--- src/hw/rtl/i2cbm_pkg.sv ---
// Shared types, codes and helpers for the I2C byte master.
// No dependencies; imported by every module of the block.
`timescale 1ns / 1ps

package i2cbm_pkg;

	localparam int TIMER_W = 16;
	localparam int CFG_W = 16;
	localparam int WIDE_W = (TIMER_W > CFG_W) ? TIMER_W : CFG_W;
	localparam logic [WIDE_W-1:0] TIMER_MAX = WIDE_W'((64'd1 << TIMER_W) - 64'd1);

	localparam int QUEUE_DEPTH = 4;
	localparam int QPTR_W = $clog2(QUEUE_DEPTH);
	localparam int QCNT_W = $clog2(QUEUE_DEPTH + 1);

	localparam int CFG_IDX_W = 1;
	localparam logic [CFG_IDX_W-1:0] REG_SCL_LOW = 1'd0;
	localparam logic [CFG_IDX_W-1:0] REG_SCL_HIGH = 1'd1;
	localparam logic [CFG_W-1:0] SCL_TICKS_RST = CFG_W'(5);

	localparam logic [2:0] ACT_TICK = 3'd0;
	localparam logic [2:0] ACT_START = 3'd1;
	localparam logic [2:0] ACT_STOP = 3'd2;
	localparam logic [2:0] ACT_WRITE = 3'd3;
	localparam logic [2:0] ACT_READ = 3'd4;

	localparam logic [1:0] CLS_TICK = 2'd0;
	localparam logic [1:0] CLS_CMD = 2'd1;
	localparam logic [1:0] CLS_NONE = 2'd2;

	typedef struct packed {
		logic [2:0] action;
		logic [6:0] target_address;
		logic       read_direction;
		logic [7:0] write_value;
		logic       send_ack;
		logic       scl_sample;
		logic       sda_sample;
	} cmd_item_t;

	typedef struct packed {
		logic       scl_release;
		logic       sda_release;
		logic       busy_res;
		logic       done_res;
		logic       acked;
		logic [7:0] read_value;
		logic       rejected;
	} res_item_t;

	typedef struct packed {
		logic [1:0] cls;
		logic [2:0] cmd;
		logic [7:0] data;
		logic       ack;
		logic       scl;
		logic       sda;
	} q_entry_t;

	function automatic logic [TIMER_W-1:0] clamp_ticks(input logic [CFG_W-1:0] v);
		logic [WIDE_W-1:0] w;
		w = WIDE_W'(v);
		if (w == '0) w = WIDE_W'(1);
		if (w > TIMER_MAX) w = TIMER_MAX;
		return w[TIMER_W-1:0];
	endfunction

endpackage

--- src/hw/rtl/i2cbm_front.sv ---
// Front end: classifies incoming items into queue entries.
// Depends on i2cbm_pkg.
`timescale 1ns / 1ps

module i2cbm_front (
	input  i2cbm_pkg::cmd_item_t item,
	output i2cbm_pkg::q_entry_t  entry
);
	import i2cbm_pkg::*;

	always_comb begin
		entry.cmd  = item.action;
		entry.scl  = item.scl_sample;
		entry.sda  = item.sda_sample;
		entry.data = '0;
		entry.ack  = 1'b0;
		case (item.action)
			ACT_TICK: begin
				entry.cls = CLS_TICK;
			end
			ACT_START: begin
				entry.cls  = CLS_CMD;
				entry.data = {item.target_address, item.read_direction};
			end
			ACT_STOP: begin
				entry.cls = CLS_CMD;
			end
			ACT_WRITE: begin
				entry.cls  = CLS_CMD;
				entry.data = item.write_value;
			end
			ACT_READ: begin
				entry.cls = CLS_CMD;
				entry.ack = item.send_ack;
			end
			default: begin
				entry.cls = CLS_NONE;
			end
		endcase
	end

endmodule

--- src/hw/rtl/i2cbm_queue.sv ---
// Short flop queue between the front end and the bus engine.
// Depends on i2cbm_pkg.
`timescale 1ns / 1ps

module i2cbm_queue (
	input  logic                clk,
	input  logic                arst_n,
	input  logic                push,
	input  i2cbm_pkg::q_entry_t push_entry,
	output logic                full,
	input  logic                pop,
	output logic                avail,
	output i2cbm_pkg::q_entry_t head
);
	import i2cbm_pkg::*;

	q_entry_t          mem_q [QUEUE_DEPTH];
	logic [QPTR_W-1:0] wr_ptr_q;
	logic [QPTR_W-1:0] rd_ptr_q;
	logic [QCNT_W-1:0] count_q;

	assign full  = (count_q == QCNT_W'(QUEUE_DEPTH));
	assign avail = (count_q != '0);
	assign head  = mem_q[rd_ptr_q];

	always_ff @(posedge clk) begin
		if (push) mem_q[wr_ptr_q] <= push_entry;
	end

	always_ff @(posedge clk or negedge arst_n) begin
		if (!arst_n) begin
			wr_ptr_q <= '0;
			rd_ptr_q <= '0;
			count_q  <= '0;
		end else begin
			if (push) wr_ptr_q <= wr_ptr_q + QPTR_W'(1);
			if (pop) rd_ptr_q <= rd_ptr_q + QPTR_W'(1);
			if (push && !pop) count_q <= count_q + QCNT_W'(1);
			else if (pop && !push) count_q <= count_q - QCNT_W'(1);
		end
	end

	assert property (@(posedge clk) disable iff (!arst_n) pop |-> (count_q != '0))
		else $error("queue popped while empty");

endmodule

--- src/hw/rtl/i2cbm_engine.sv ---
// Bus engine: timing registers, bit sequencer and result register.
// Depends on i2cbm_pkg.
`timescale 1ns / 1ps

module i2cbm_engine (
	input  logic                                 clk,
	input  logic                                 arst_n,
	input  logic                                 cfg_we,
	input  logic [i2cbm_pkg::CFG_IDX_W-1:0]      cfg_index,
	input  logic [i2cbm_pkg::CFG_W-1:0]          cfg_data,
	input  logic                                 q_avail,
	input  i2cbm_pkg::q_entry_t                  q_head,
	output logic                                 q_pop,
	output logic                                 res_valid,
	input  logic                                 res_ready,
	output i2cbm_pkg::res_item_t                 res_item
);
	import i2cbm_pkg::*;

	localparam logic [3:0] PH_IDLE          = 4'd0;
	localparam logic [3:0] PH_PRE_REL_WAIT  = 4'd1;
	localparam logic [3:0] PH_PRE_REL_HOLD  = 4'd2;
	localparam logic [3:0] PH_PRE_BUS_IDLE  = 4'd3;
	localparam logic [3:0] PH_PRE_SDA_WAIT  = 4'd4;
	localparam logic [3:0] PH_PRE_SDA_HOLD  = 4'd5;
	localparam logic [3:0] PH_PRE_LOW       = 4'd6;
	localparam logic [3:0] PH_BIT_SETUP     = 4'd7;
	localparam logic [3:0] PH_BIT_WAIT      = 4'd8;
	localparam logic [3:0] PH_BIT_HOLD      = 4'd9;
	localparam logic [3:0] PH_BIT_LOW       = 4'd10;
	localparam logic [3:0] PH_STOP_LOW      = 4'd11;
	localparam logic [3:0] PH_STOP_WAIT     = 4'd12;
	localparam logic [3:0] PH_STOP_HOLD     = 4'd13;
	localparam logic [3:0] PH_STOP_REL_WAIT = 4'd14;
	localparam logic [3:0] PH_STOP_REL_HOLD = 4'd15;

	localparam logic [3:0] BC_ACK = 4'd8;
	localparam logic [TIMER_W-1:0] ONE_TICK = TIMER_W'(1);

	logic [CFG_W-1:0]   low_ticks_q;
	logic [CFG_W-1:0]   high_ticks_q;
	logic [3:0]         phase_q, n_phase;
	logic [3:0]         bc_q, n_bc;
	logic [7:0]         shift_q, n_shift;
	logic [TIMER_W-1:0] dc_q, n_dc;
	logic [2:0]         cmd_q, n_cmd;
	logic               ack_q, n_ack;
	logic               scl_q, n_scl;
	logic               sda_q, n_sda;
	logic               res_valid_q;
	res_item_t          res_q, res_d;

	logic [TIMER_W-1:0] lo, hi, dc_dec;
	logic               cnt_done, rd, take;

	function automatic logic slot_sda(input logic is_rd, input logic ack_slot,
			input logic msb, input logic ack);
		if (!ack_slot) return is_rd ? 1'b1 : msb;
		return is_rd ? !ack : 1'b1;
	endfunction

	assign lo       = clamp_ticks(low_ticks_q);
	assign hi       = clamp_ticks(high_ticks_q);
	assign dc_dec   = (dc_q != '0) ? dc_q - ONE_TICK : dc_q;
	assign cnt_done = (dc_dec == '0);
	assign rd       = (cmd_q == ACT_READ);
	assign take     = q_avail && (!res_valid_q || res_ready);
	assign q_pop    = take;

	always_comb begin
		n_phase = phase_q;
		n_bc    = bc_q;
		n_shift = shift_q;
		n_dc    = dc_q;
		n_cmd   = cmd_q;
		n_ack   = ack_q;
		n_scl   = scl_q;
		n_sda   = sda_q;
		res_d   = '0;
		case (q_head.cls)
			CLS_TICK: begin
				case (phase_q)
					PH_PRE_REL_WAIT: begin
						if (q_head.scl) begin
							n_phase = PH_PRE_REL_HOLD; n_scl = 1'b1; n_sda = 1'b1; n_dc = hi;
						end
					end
					PH_PRE_REL_HOLD: begin
						n_dc = dc_dec;
						if (cnt_done) begin
							n_phase = PH_PRE_BUS_IDLE; n_scl = 1'b1; n_sda = 1'b1; n_dc = '0;
						end
					end
					PH_PRE_BUS_IDLE: begin
						if (q_head.scl && q_head.sda) begin
							n_phase = PH_PRE_SDA_WAIT; n_scl = 1'b1; n_sda = 1'b0; n_dc = '0;
						end
					end
					PH_PRE_SDA_WAIT: begin
						if (q_head.scl) begin
							n_phase = PH_PRE_SDA_HOLD; n_scl = 1'b1; n_sda = 1'b0; n_dc = hi;
						end
					end
					PH_PRE_SDA_HOLD: begin
						n_dc = dc_dec;
						if (cnt_done) begin
							n_phase = PH_PRE_LOW; n_scl = 1'b0; n_sda = 1'b0; n_dc = lo;
						end
					end
					PH_PRE_LOW: begin
						n_dc = dc_dec;
						if (cnt_done) begin
							n_bc    = '0;
							n_phase = PH_BIT_SETUP;
							n_scl   = 1'b0;
							n_sda   = slot_sda(rd, 1'b0, shift_q[7], ack_q);
							n_dc    = ONE_TICK;
						end
					end
					PH_BIT_SETUP: begin
						n_dc = dc_dec;
						if (cnt_done) begin
							n_phase = PH_BIT_WAIT; n_scl = 1'b1; n_dc = '0;
						end
					end
					PH_BIT_WAIT: begin
						if (q_head.scl) begin
							n_phase = PH_BIT_HOLD; n_scl = 1'b1; n_dc = hi;
						end
					end
					PH_BIT_HOLD: begin
						n_dc = dc_dec;
						if (cnt_done) begin
							if (bc_q != BC_ACK) n_shift = {shift_q[6:0], rd & q_head.sda};
							else if (!rd) n_shift = {7'd0, !q_head.sda};
							n_phase = PH_BIT_LOW; n_scl = 1'b0; n_dc = lo;
						end
					end
					PH_BIT_LOW: begin
						n_dc = dc_dec;
						if (cnt_done) begin
							if (bc_q == BC_ACK) begin
								n_phase        = PH_IDLE;
								n_dc           = '0;
								res_d.done_res = 1'b1;
								if (rd) res_d.read_value = shift_q;
								else if (cmd_q != ACT_STOP) res_d.acked = shift_q[0];
							end else begin
								n_bc    = bc_q + 4'd1;
								n_phase = PH_BIT_SETUP;
								n_scl   = 1'b0;
								n_sda   = slot_sda(rd, bc_q == BC_ACK - 4'd1, shift_q[7], ack_q);
								n_dc    = ONE_TICK;
							end
						end
					end
					PH_STOP_LOW: begin
						n_dc = dc_dec;
						if (cnt_done) begin
							n_phase = PH_STOP_WAIT; n_scl = 1'b1; n_sda = 1'b0; n_dc = '0;
						end
					end
					PH_STOP_WAIT: begin
						if (q_head.scl) begin
							n_phase = PH_STOP_HOLD; n_scl = 1'b1; n_sda = 1'b0; n_dc = hi;
						end
					end
					PH_STOP_HOLD: begin
						n_dc = dc_dec;
						if (cnt_done) begin
							n_phase = PH_STOP_REL_WAIT; n_scl = 1'b1; n_sda = 1'b1; n_dc = '0;
						end
					end
					PH_STOP_REL_WAIT: begin
						if (q_head.scl) begin
							n_phase = PH_STOP_REL_HOLD; n_scl = 1'b1; n_sda = 1'b1; n_dc = hi;
						end
					end
					PH_STOP_REL_HOLD: begin
						n_dc = dc_dec;
						if (cnt_done) begin
							n_phase        = PH_IDLE;
							n_dc           = '0;
							res_d.done_res = 1'b1;
							if (rd) res_d.read_value = shift_q;
							else if (cmd_q != ACT_STOP) res_d.acked = shift_q[0];
						end
					end
					default: begin
						n_phase = PH_IDLE;
					end
				endcase
			end
			CLS_CMD: begin
				if (phase_q != PH_IDLE) begin
					res_d.rejected = 1'b1;
				end else begin
					n_cmd = q_head.cmd;
					n_bc  = '0;
					case (q_head.cmd)
						ACT_START: begin
							n_shift = q_head.data;
							n_phase = PH_PRE_REL_WAIT; n_scl = 1'b1; n_sda = 1'b1; n_dc = '0;
						end
						ACT_STOP: begin
							n_phase = PH_STOP_LOW; n_scl = 1'b0; n_sda = 1'b0; n_dc = lo;
						end
						default: begin
							n_shift = q_head.data;
							n_ack   = q_head.ack;
							n_phase = PH_BIT_SETUP;
							n_scl   = 1'b0;
							n_sda   = slot_sda(q_head.cmd == ACT_READ, 1'b0, q_head.data[7],
								q_head.ack);
							n_dc    = ONE_TICK;
						end
					endcase
				end
			end
			default: begin
			end
		endcase
		res_d.scl_release = n_scl;
		res_d.sda_release = n_sda;
		res_d.busy_res    = (n_phase != PH_IDLE);
	end

	always_ff @(posedge clk or negedge arst_n) begin
		if (!arst_n) begin
			low_ticks_q  <= SCL_TICKS_RST;
			high_ticks_q <= SCL_TICKS_RST;
			phase_q      <= PH_IDLE;
			bc_q         <= '0;
			shift_q      <= '0;
			dc_q         <= '0;
			cmd_q        <= ACT_TICK;
			ack_q        <= 1'b0;
			scl_q        <= 1'b1;
			sda_q        <= 1'b1;
			res_valid_q  <= 1'b0;
		end else begin
			if (cfg_we && cfg_index == REG_SCL_LOW) low_ticks_q <= cfg_data;
			if (cfg_we && cfg_index == REG_SCL_HIGH) high_ticks_q <= cfg_data;
			if (take) begin
				phase_q <= n_phase;
				bc_q    <= n_bc;
				shift_q <= n_shift;
				dc_q    <= n_dc;
				cmd_q   <= n_cmd;
				ack_q   <= n_ack;
				scl_q   <= n_scl;
				sda_q   <= n_sda;
			end
			if (take) res_valid_q <= 1'b1;
			else if (res_ready) res_valid_q <= 1'b0;
		end
	end

	always_ff @(posedge clk) begin
		if (take) res_q <= res_d;
	end

	assign res_valid = res_valid_q;
	assign res_item  = res_q;

	assert property (@(posedge clk) disable iff (!arst_n)
		(take && res_d.done_res) |=> (phase_q == PH_IDLE))
		else $error("command finished but engine not idle");
	assert property (@(posedge clk) disable iff (!arst_n)
		(take && res_d.rejected) |-> (phase_q != PH_IDLE))
		else $error("command rejected while idle");
	assert property (@(posedge clk) disable iff (!arst_n) bc_q <= BC_ACK)
		else $error("bit counter past acknowledge slot");
	assert property (@(posedge clk) disable iff (!arst_n)
		(phase_q == PH_IDLE) |-> (dc_q == '0))
		else $error("timer running while idle");

endmodule

--- src/hw/rtl/i2c_byte_master_unit.sv ---
// Top level of the I2C byte master: front end, queue and bus engine.
// Depends on i2cbm_pkg, i2cbm_front, i2cbm_queue and i2cbm_engine.
//
// Usage: every item on the cmd channel is either a tick carrying the
// sampled SCL and SDA levels, or a command (start with address, stop,
// write byte, read byte). Each accepted item yields exactly one item on
// the res channel with the pin drives and status. Commands issued while
// a previous command is still running come back with rejected set.
// The cfg port sets SCL low and high times in ticks; write it only when
// the block is idle. A zero value counts as one tick.
// Throughput: one item per cycle (single-step engine) unless res_ready stalls.
// Each item is registered in the queue, and its result in the engine's
// result register. A four-entry queue sits between front end and
// engine, so the input keeps taking items while a result waits;
// cmd_ready falls once the queue is full and the result register is
// stalled.
// Reset: both lines released, engine idle, timing registers back to 5.
`timescale 1ns / 1ps

module i2c_byte_master_unit (
	input  logic                            clk,
	input  logic                            arst_n,
	input  logic                            cfg_we,
	input  logic [i2cbm_pkg::CFG_IDX_W-1:0] cfg_index,
	input  logic [i2cbm_pkg::CFG_W-1:0]     cfg_data,
	input  logic                            cmd_valid,
	output logic                            cmd_ready,
	input  i2cbm_pkg::cmd_item_t            cmd_item,
	output logic                            res_valid,
	input  logic                            res_ready,
	output i2cbm_pkg::res_item_t            res_item
);
	import i2cbm_pkg::*;

	q_entry_t front_entry;
	q_entry_t q_head;
	logic     q_full;
	logic     q_avail;
	logic     q_pop;
	logic     q_push;

	assign cmd_ready = !q_full;
	assign q_push    = cmd_valid && cmd_ready;

	i2cbm_front u_front (
		.item  (cmd_item),
		.entry (front_entry)
	);

	i2cbm_queue u_queue (
		.clk        (clk),
		.arst_n     (arst_n),
		.push       (q_push),
		.push_entry (front_entry),
		.full       (q_full),
		.pop        (q_pop),
		.avail      (q_avail),
		.head       (q_head)
	);

	i2cbm_engine u_engine (
		.clk       (clk),
		.arst_n    (arst_n),
		.cfg_we    (cfg_we),
		.cfg_index (cfg_index),
		.cfg_data  (cfg_data),
		.q_avail   (q_avail),
		.q_head    (q_head),
		.q_pop     (q_pop),
		.res_valid (res_valid),
		.res_ready (res_ready),
		.res_item  (res_item)
	);

endmodule

--- config.mk ---
export PLATFORM = sky130hd
export DESIGN_NAME = i2c_byte_master_unit
export DESIGN_NICKNAME = d
export VERILOG_FILES = /design/src/hw/rtl/i2cbm_pkg.sv /design/src/hw/rtl/i2cbm_front.sv /design/src/hw/rtl/i2cbm_queue.sv /design/src/hw/rtl/i2cbm_engine.sv /design/src/hw/rtl/i2c_byte_master_unit.sv
export SDC_FILE = /design/constraint.sdc
export NUM_CORES = 1
export LEC_CHECK = 0
export ABC_AREA = 1
export BUFFER_PORTS_ARGS = -buffer_cell sky130_fd_sc_hd__buf_2
export CORE_MARGIN = 3
export CORE_UTILIZATION = 61
export CTS_CLUSTER_DIAMETER = 200
export DETAILED_ROUTE_END_ITERATION = 10
export GPL_TIMING_DRIVEN = 0
export HOLD_SLACK_MARGIN = 0.12
export PLACE_DENSITY = 0.8
export RECOVER_POWER = 25
export SETUP_SLACK_MARGIN = 0.4
export SYNTH_ARGS = -nofsm -noshare
export SYNTH_HDL_FRONTEND = slang
export SYNTH_SLANG_ARGS = --single-unit
--- constraint.sdc ---
create_clock -name clk -period 3.25 [get_ports clk]
set_input_delay 0.1625 -clock clk [delete_from_list [all_inputs] [get_ports clk]]
set_output_delay 0.1625 -clock clk [all_outputs]
set_load 0.01 [all_outputs]
==> impl_metrics.json, run 1 <==
{
  "outcome": "finished with violations",
  "violations": "max-capacitance violations, max-slew violations",
  "finalMaxSlewViolations": 68,
  "slew_headroom_pct": -17.1,
  "fin_util_pct": 75.6,
  "ant_nets": 0,
  "cts-htree-levels": 4,
  "ioPinCount": 60,
  "multiInputGateArea_um2": 3680,
  "worstPathRequired_ns": 3.56,
  "ff2ff_setup_slack_ns": 0.51,
  "cpLargestDelayFamily": "compound AO/OA/AOI/OAI gates",
  "synthDistinctLibCells": 57,
  "reg2regPathDepth": 14,
  "irDropWorstVdd_uv": 546,
  "drt-vias-per-instance": 6.00,
  "p_total_uw": 9940,
  "async_reset_ff_share_pct": 50.0,
  "dp_hpwl_mm": 16.3,
  "syn_nets": 1050,
  "setup_violations": 0,
  "dieArea_um2": 15400,
  "wirelength_mm": 24.2,
  "regArea_um2": 4300,
  "grt_pass1_wl_mm": 37.7,
  "hold_viol_final": 0,
  "numClockSinks": 156,
  "maxCapViolations": 1,
  "start_util_pct": 63.4,
  "postPlaceCellArea_um2": 9040,
  "hp-start": "cfg_index",
  "cts_tree": "done",
  "tns_ns": 0,
  "avgSynthCellArea_um2": 8.51,
  "whs_path_depth": 5,
  "rows": 42,
  "hold_path_class": "in -> reg",
  "area_growth_pct": 19.3,
  "finalCritPeriodShare_pct": 84.4,
  "cts_root_buf": "clkbuf_16",
  "min_period_ns": 2.74,
  "postLayoutCellArea_um2": 10100,
  "nets": 1169,
  "clk_latency_ns": 0.44,
  "crit_type": "reg -> reg",
  "critPathSlowestCell": "dfrtp_1",
  "tightestPinTransition_ns": 1.76,
  "wl_per_cell_um": 18.5,
  "power.leakage_uw": 0.00454,
  "holdPathEnd": "u_engine.low_ticks_q[11]$_DFFE_PN0P_",
  "vias": 7832,
  "drive_above_1_share_pct": 18.2,
  "powerDensity_nw_per_um2": 982,
  "clock.fmax_ghz": 0.365,
  "synth_ff_type": "edfxtp_1",
  "cp-end-kind": "register",
  "synthCells": 997,
  "initialDrtViolationCount": 1032,
  "grt_max_degree": 68,
  "ys_warn_count": 0,
  "dieHeight_um": 124,
  "yosysSeqAreaShare_pct": 50.7,
  "core_um2": 13400,
  "route.detailed.drc": 0,
  "synth_edf_count": 78,
  "diodes": 0,
  "grt.overflow.total": 0,
  "critPathBufInv": 4,
  "clock_skew_ns": 0.0146,
  "clk_path_buf_depth": 2,
  "worstPathArrival_ns": 3.06,
  "reg2reg_from": "u_engine.phase_q[0]$_DFFE_PN0P_",
  "dr.pass1.iters": 6,
  "cp.depth": 14,
  "numPortBuffers": 59,
  "crit_path_cell_trace": "inv_2 > nor2_2 > inv_1 > nor2_2 > a21oi_2 > o21ai_2 > nand2_1 > inv_1 > a211oi_1 > o21ai_1 > nand2_1 > clkbuf_4 > a21oi_1 > a22oi_2",
  "r2r-end": "u_engine.dc_q[14]$_DFFE_PN0P_",
  "clkTransAtPathRegs_ns": 0.07,
  "fp.dieW_um": 124,
  "groute.usage.overall_pct": 32.4,
  "antenna_found_initial": 0,
  "netlist_area_um2": 8490,
  "critPathMaxFanout": 10,
  "n_fill_cell": 954,
  "synth-seq-cells": 156,
  "slowest_delay_ns": 0.52,
  "critPathLaunchType": "register",
  "grt_pass1_vias": 7422,
  "cts_buffers": 17,
  "rsz0062_at_grt": "true",
  "gp_congestion": 0.969
}
[synthesized netlist by cell type (3+ instances only)]
master / instances / area, um^2
dfrtp_1: 72 / 1800
nor2_2: 7 / 43.8
buf_4: 3 / 22.5
nand2_1: 246 / 923
o21ai_2: 5 / 43.8
a22oi_2: 14 / 175
a21boi_1: 6 / 45.0
clkbuf_1: 14 / 52.6
xor2_1: 8 / 70.1
nor3_1: 10 / 50.1
o21ai_0: 63 / 315
edfxtp_1: 78 / 2340
nor2_4: 4 / 45.0
ha_1: 8 / 100
o22ai_1: 10 / 62.6
a21oi_1: 57 / 285
o21ai_1: 25 / 125
nand2_2: 4 / 25.0
buf_1: 4 / 15.0
a221o_1: 7 / 70.1
inv_2: 4 / 15.0
dfstp_2: 6 / 158
nor4_1: 8 / 50.1
clkinv_1: 3 / 11.3
nor2_1: 90 / 338
o211ai_1: 4 / 30.0
inv_1: 119 / 447
a32oi_1: 3 / 26.3
a31oi_1: 9 / 56.3
nand3_1: 59 / 295
nand4_1: 6 / 37.5
buf_6: 4 / 45.0
buf_2: 9 / 45.0
[worst reg2reg max path: cells and delay by family (launching register included)]
family          cells  cell delay, ns
compound gates      6            0.88
simple gates        4            0.65
buf+inv             4            0.58
flops               1            0.52
[cell usage in the layout (no fill, tap or decap), types with 5 or more instances in the layout]
cell type / n
a21boi_1: 6
a21oi_1: 55
a221o_1: 7
a22oi_2: 15
a31oi_1: 9
buf_2: 60
buf_4: 15
clkbuf_1: 17
clkbuf_16: 17
clkinv_1: 5
dfrtp_1: 71
dfstp_2: 6
dlygate4sd3_1: 27
edfxtp_1: 78
ha_1: 7
inv_1: 117
inv_2: 5
nand2_1: 241
nand2_2: 9
nand3_1: 54
nand3_2: 7
nand4_1: 6
nor2_1: 79
nor2_2: 15
nor2_4: 7
nor3_1: 8
nor4_1: 8
o21ai_0: 63
o21ai_1: 25
o21ai_2: 5
o22ai_1: 10
xor2_1: 8
[cell type report]
cell class                 instances  area share, %
sequential                       156           42.5
multi-input combinational        681           36.4
timing repair buffer              99           6.45
inverter                         127           4.75
clock buffer                      17           4.20
tap                              176           2.17
buffer                            34           1.95
clock inverter                    15           1.58
[cells by family (layout without fill, tap and decap cells)]
group,count (synthesis),in the layout,share of synthesized area [%]
DFF,156,156,50.7
xor gates and xnor gates,9,9,0.929
buffers and inverters,161,292,7.75
AOI/OAI and AO/OA,214,214,15.7
and+or+nand+nor,448,449,23.5
adders and majority gates,9,9,1.41
[where the power goes]
part | switching (uW) | total [uW] | internal [uW] | leakage [uW]
registers | 386 | 3080 | 2700 | 0.00168
clock network | 864 | 2010 | 1140 | 0.000287
logic | 3260 | 4850 | 1590 | 0.00257
total | 4510 | 9940 | 5430 | 0.00454
[timing repair]
| action | CTS | global route |
|---|---|---|
| cloned | 0 | 1 |
| resized for setup | 10 | 35 |
| pin swaps | 1 | 8 |
| hold endpoints to repair | 130 | 0 |
| buffers inserted | 3 | 9 |
| hold buffers | 27 | 0 |
| setup endpoints to repair | 32 | 40 |
[per-layer routing]
| layer | up-vias | GRT usage [%] | wire length, um | part of all wire [%] |
|---|---|---|---|---|
| met4 | 0 | 12.6 | 742 | 3.1 |
| met5 | - | 0 | 0 | 0 |
| met2 | 422 | 50.2 | 11400 | 47 |
| met3 | 66 | 6.72 | 1990 | 8.2 |
| met1 | 3744 | 45.4 | 10000 | 42 |
| li1 | 3600 | - | - | - |
[how the worst max path moves through the flow]
stage	startpoint	to	slack [ns]
after floorplan	u_engine.dc_q[0]$_DFFE_PN0P_	u_engine.res_item[11]$_DFFE_PP_	0.73
after global placement	u_engine.dc_q[0]$_DFFE_PN0P_	u_engine.res_item[11]$_DFFE_PP_	0.18
after detailed placement	u_engine.dc_q[0]$_DFFE_PN0P_	u_engine.res_item[11]$_DFFE_PP_	0.15
after CTS	u_engine.dc_q[0]$_DFFE_PN0P_	u_engine.res_item[11]$_DFFE_PP_	0.43
after global routing	arst_n	u_engine.dc_q[0]$_DFFE_PN0P_	0.29
final	u_engine.phase_q[0]$_DFFE_PN0P_	u_engine.dc_q[14]$_DFFE_PN0P_	0.51
[state kept, by name, indices dropped and copies added (netlist names)]
register / flops
u_engine.shift_q: 8
u_engine.phase_q: 4
u_engine.cmd_q: 3
u_engine.low_ticks_q: 16
u_engine.high_ticks_q: 16
u_queue.wr_ptr_q: 2
u_engine.res_item: 14
u_engine.sda_q: 1
u_engine.bc_q: 4
u_queue.count_q: 3
u_queue.rd_ptr_q: 2
u_engine.res_valid: 1
u_engine.ack_q: 1
u_engine.dc_q: 16
u_engine.scl_q: 1
u_queue.mem_q: 64
[per-stage QoR]
| step | setup slack (ns) | hold WS, ns | cells |
|---|---|---|---|
| finish | 0.507 | 0.130 | 1305 |
| global route | 0.290 | 0.190 | 1305 |
| CTS | 0.429 | 0.120 | 1295 |
| detailed placement | 0.153 | 0.0347 | 1233 |
| global placement | 0.179 | 0.356 | 1232 |
| floorplan | 0.728 | -0.133 | 997 |
(Power assumes the default switching activity.)
==> run 2, diff against run 1 <==
--- a/config.mk
+++ b/config.mk
@@ -8,12 +8,12 @@
 export ABC_AREA = 1
 export BUFFER_PORTS_ARGS = -buffer_cell sky130_fd_sc_hd__buf_2
 export CORE_MARGIN = 3
-export CORE_UTILIZATION = 61
+export CORE_UTILIZATION = 55
 export CTS_CLUSTER_DIAMETER = 200
 export DETAILED_ROUTE_END_ITERATION = 10
 export GPL_TIMING_DRIVEN = 0
 export HOLD_SLACK_MARGIN = 0.12
-export PLACE_DENSITY = 0.8
+export PLACE_DENSITY = 0.77
 export RECOVER_POWER = 25
 export SETUP_SLACK_MARGIN = 0.4
 export SYNTH_ARGS = -nofsm -noshare
==> constraint.sdc (replaced) <==
create_clock -name clk -period 2.3 [get_ports clk]
set_input_delay 0.115 -clock clk [delete_from_list [all_inputs] [get_ports clk]]
set_output_delay 0.115 -clock clk [all_outputs]
set_load 0.01 [all_outputs]
==> impl_metrics.json, run 2 (synthesis gave the netlist of run 1 again) <==
{
  "outcome": "finished with violations",
  "violations": "negative setup slack",
  "dp_cells": 1242,
  "dieArea_um2": 17000,
  "setup_slack_ns": -0.519,
  "wirelength_mm": 27.5,
  "drt-vias-per-instance": 6.18,
  "gp_congestion": 0.963,
  "largest_reg_flops": 64,
  "groute.usage.overall_pct": 30.7,
  "critPathSlowestCell": "dfrtp_1",
  "grt_pass1_wl_mm": 40.6,
  "critPathMaxFanout": 6,
  "irDropWorstVdd_uv": 872,
  "nets": 1241,
  "fp.dieW_um": 130,
  "p_total_uw": 16400,
  "power.leakage_uw": 0.00510,
  "ant_nets": 0,
  "setup_violations": 47,
  "clock_skew_ns": 0.0124,
  "postPlaceCellArea_um2": 9170,
  "finalMaxSlewViolations": 0,
  "wl_per_cell_um": 19.9,
  "slew_headroom_pct": 30.1,
  "rows": 44,
  "vias": 8572,
  "p_sw_uw": 7480,
  "finalCritPeriodShare_pct": 123,
  "mostFrequentLayoutCells": "nand2_1, inv_1, edfxtp_1",
  "cts_buffers": 17,
  "clkTransAtPathRegs_ns": 0.07,
  "fin_cells": 1386,
  "dieHeight_um": 130,
  "maxCapViolations": 0,
  "clock.fmax_ghz": 0.355,
  "numPortBuffers": 59,
  "dp_hpwl_mm": 16.0,
  "worstPathRequired_ns": 2.60,
  "area_growth_pct": 35.8,
  "clk_path_buf_depth": 2,
  "sw_frac_of_total_pct": 45.6,
  "min_period_ns": 2.82,
  "combPwrFrac_pct": 55.3,
  "postLayoutCellArea_um2": 11500,
  "grt_pass1_vias": 7914,
  "powerDensity_nw_per_um2": 1420,
  "slowest_delay_ns": 0.46,
  "rsz0062_at_grt": "true",
  "drive_above_1_share_pct": 33.1,
  "crit_top_cell": "buf_6",
  "cts-htree-levels": 4,
  "worstPathArrival_ns": 3.12,
  "numClockSinks": 156,
  "cts_root_buf": "clkbuf_16",
  "tightestPinTransition_ns": 1.05,
  "crit_path_cell_trace": "nor2_4 > nand2_2 > nor2_4 > buf_6 > nand2_8 > nand3_4 > nand2_4 > inv_2 > nand2_2 > nor2_4 > buf_6 > nand2_8 > buf_6 > a21oi_4 > buf_6 > o21ai_2 > nand2_1 > a22oi_2",
  "mostFrequentLayoutCell": "nand2_1",
  "antenna_found_initial": 1,
  "route.detailed.drc": 0,
  "cp-end-kind": "register",
  "grt.overflow.total": 0,
  "clkPwrFrac_pct": 17.6,
  "cts_tree": "done",
  "fin_hold_ws_ns": 0.140,
  "seqPwrFrac_pct": 27.1,
  "clk_latency_ns": 0.43,
  "ioPinCount": 60,
  "start_util_pct": 57.3,
  "hold_viol_final": 0,
  "grt_max_degree": 46,
  "core_um2": 14800,
  "critPathLaunchType": "register",
  "initialDrtViolationCount": 1127,
  "dr.pass1.iters": 8,
  "internal_power_uw": 8910,
  "top_register": "u_queue.mem_q",
  "crit_type": "reg -> reg",
  "hold_path_class": "in -> reg",
  "fin_util_pct": 77.9
}
## run 2: cell types whose count changed in the layout (fill, tap and decap cells not counted), sizes merged
cell | before | now
diode | 0 | 1
inv | 129 | 125
dlygate4sd3 | 27 | 31
clkinvlp | 1 | 2
bufinv | 2 | 3
buf | 83 | 153
## run 2: per-stage QoR
step                TNS, ns  worst slack, ns
detailed placement   -16.06           -0.528
floorplan           -0.0216          -0.0216
finish               -16.72           -0.519
global placement     -18.00           -0.569
global route         -19.44           -0.548
CTS                   -6.60           -0.284
## run 2: repair_timing
item | 4_1_cts | 5_1_grt
setup endpoints to repair | 118 | 70
pin swaps | 37 | 60
cloned | 2 | 3
hold buffers | 31 | 0
hold endpoints to repair | 138 | 0
buffers inserted | 38 | 37
resized for setup | 92 | 146
## run 2: layer usage
metal	GRT usage, %	wire [um]
met1	41.9	10700
met5	0	0
met2	49.4	13100
met3	5.16	2420
met4	12.2	1270
## run 2: critical path: cells and delay by family (launching register included)
family / cells / cell delay, ns
AND/OR/NAND/NOR: 10 / 1.19
buffers and inverters: 5 / 0.69
flip-flops: 1 / 0.46
AO/OA/AOI/OAI: 3 / 0.36
## run 2: path summary, 6_finish.rpt
path                                         startpoint                                   end  slack [ns]  cells after the start
max reg2reg                u_engine.dc_q[5]$_DFFE_PN0P_         u_engine.dc_q[13]$_DFFE_PN0P_       -0.52                     18
min reg2reg                  u_engine.scl_q$_DFFE_PN1P_            u_engine.scl_q$_DFFE_PN1P_        0.52                      2
min in group asynchronous                        arst_n  u_engine.low_ticks_q[11]$_DFFE_PN0P_        0.39                      2
min                                        cmd_item[12]         u_queue.mem_q[0][4]$_DFFE_PP_        0.14                      3
max in group asynchronous                        arst_n       u_engine.phase_q[0]$_DFFE_PN0P_        0.27                      3
max                        u_engine.dc_q[5]$_DFFE_PN0P_         u_engine.dc_q[13]$_DFFE_PN0P_       -0.52                     18
## run 2: power by group through the flow
stage / logic, uW / registers [uW] / clock network [uW]
2_1_floorplan: 4800 / 4260 / 0
3_3_place_gp: 6330 / 4330 / 0
3_5_place_dp: 6460 / 4350 / 0
4_1_cts: 7440 / 4320 / 2890
5_1_grt: 9730 / 4490 / 3000
6_report: 9060 / 4450 / 2890
## run 2: cell type report
type / instances / area, um^2
diodes: 1 / 2.50
clock inverters: 13 / 165
repair buffers: 171 / 1310
clock buffers: 19 / 443
inverters: 127 / 510
multi-input cells: 681 / 4320
plain buffers: 34 / 240
fillers: 867 / 3280
flip-flops and latches: 156 / 4310
well taps: 184 / 230
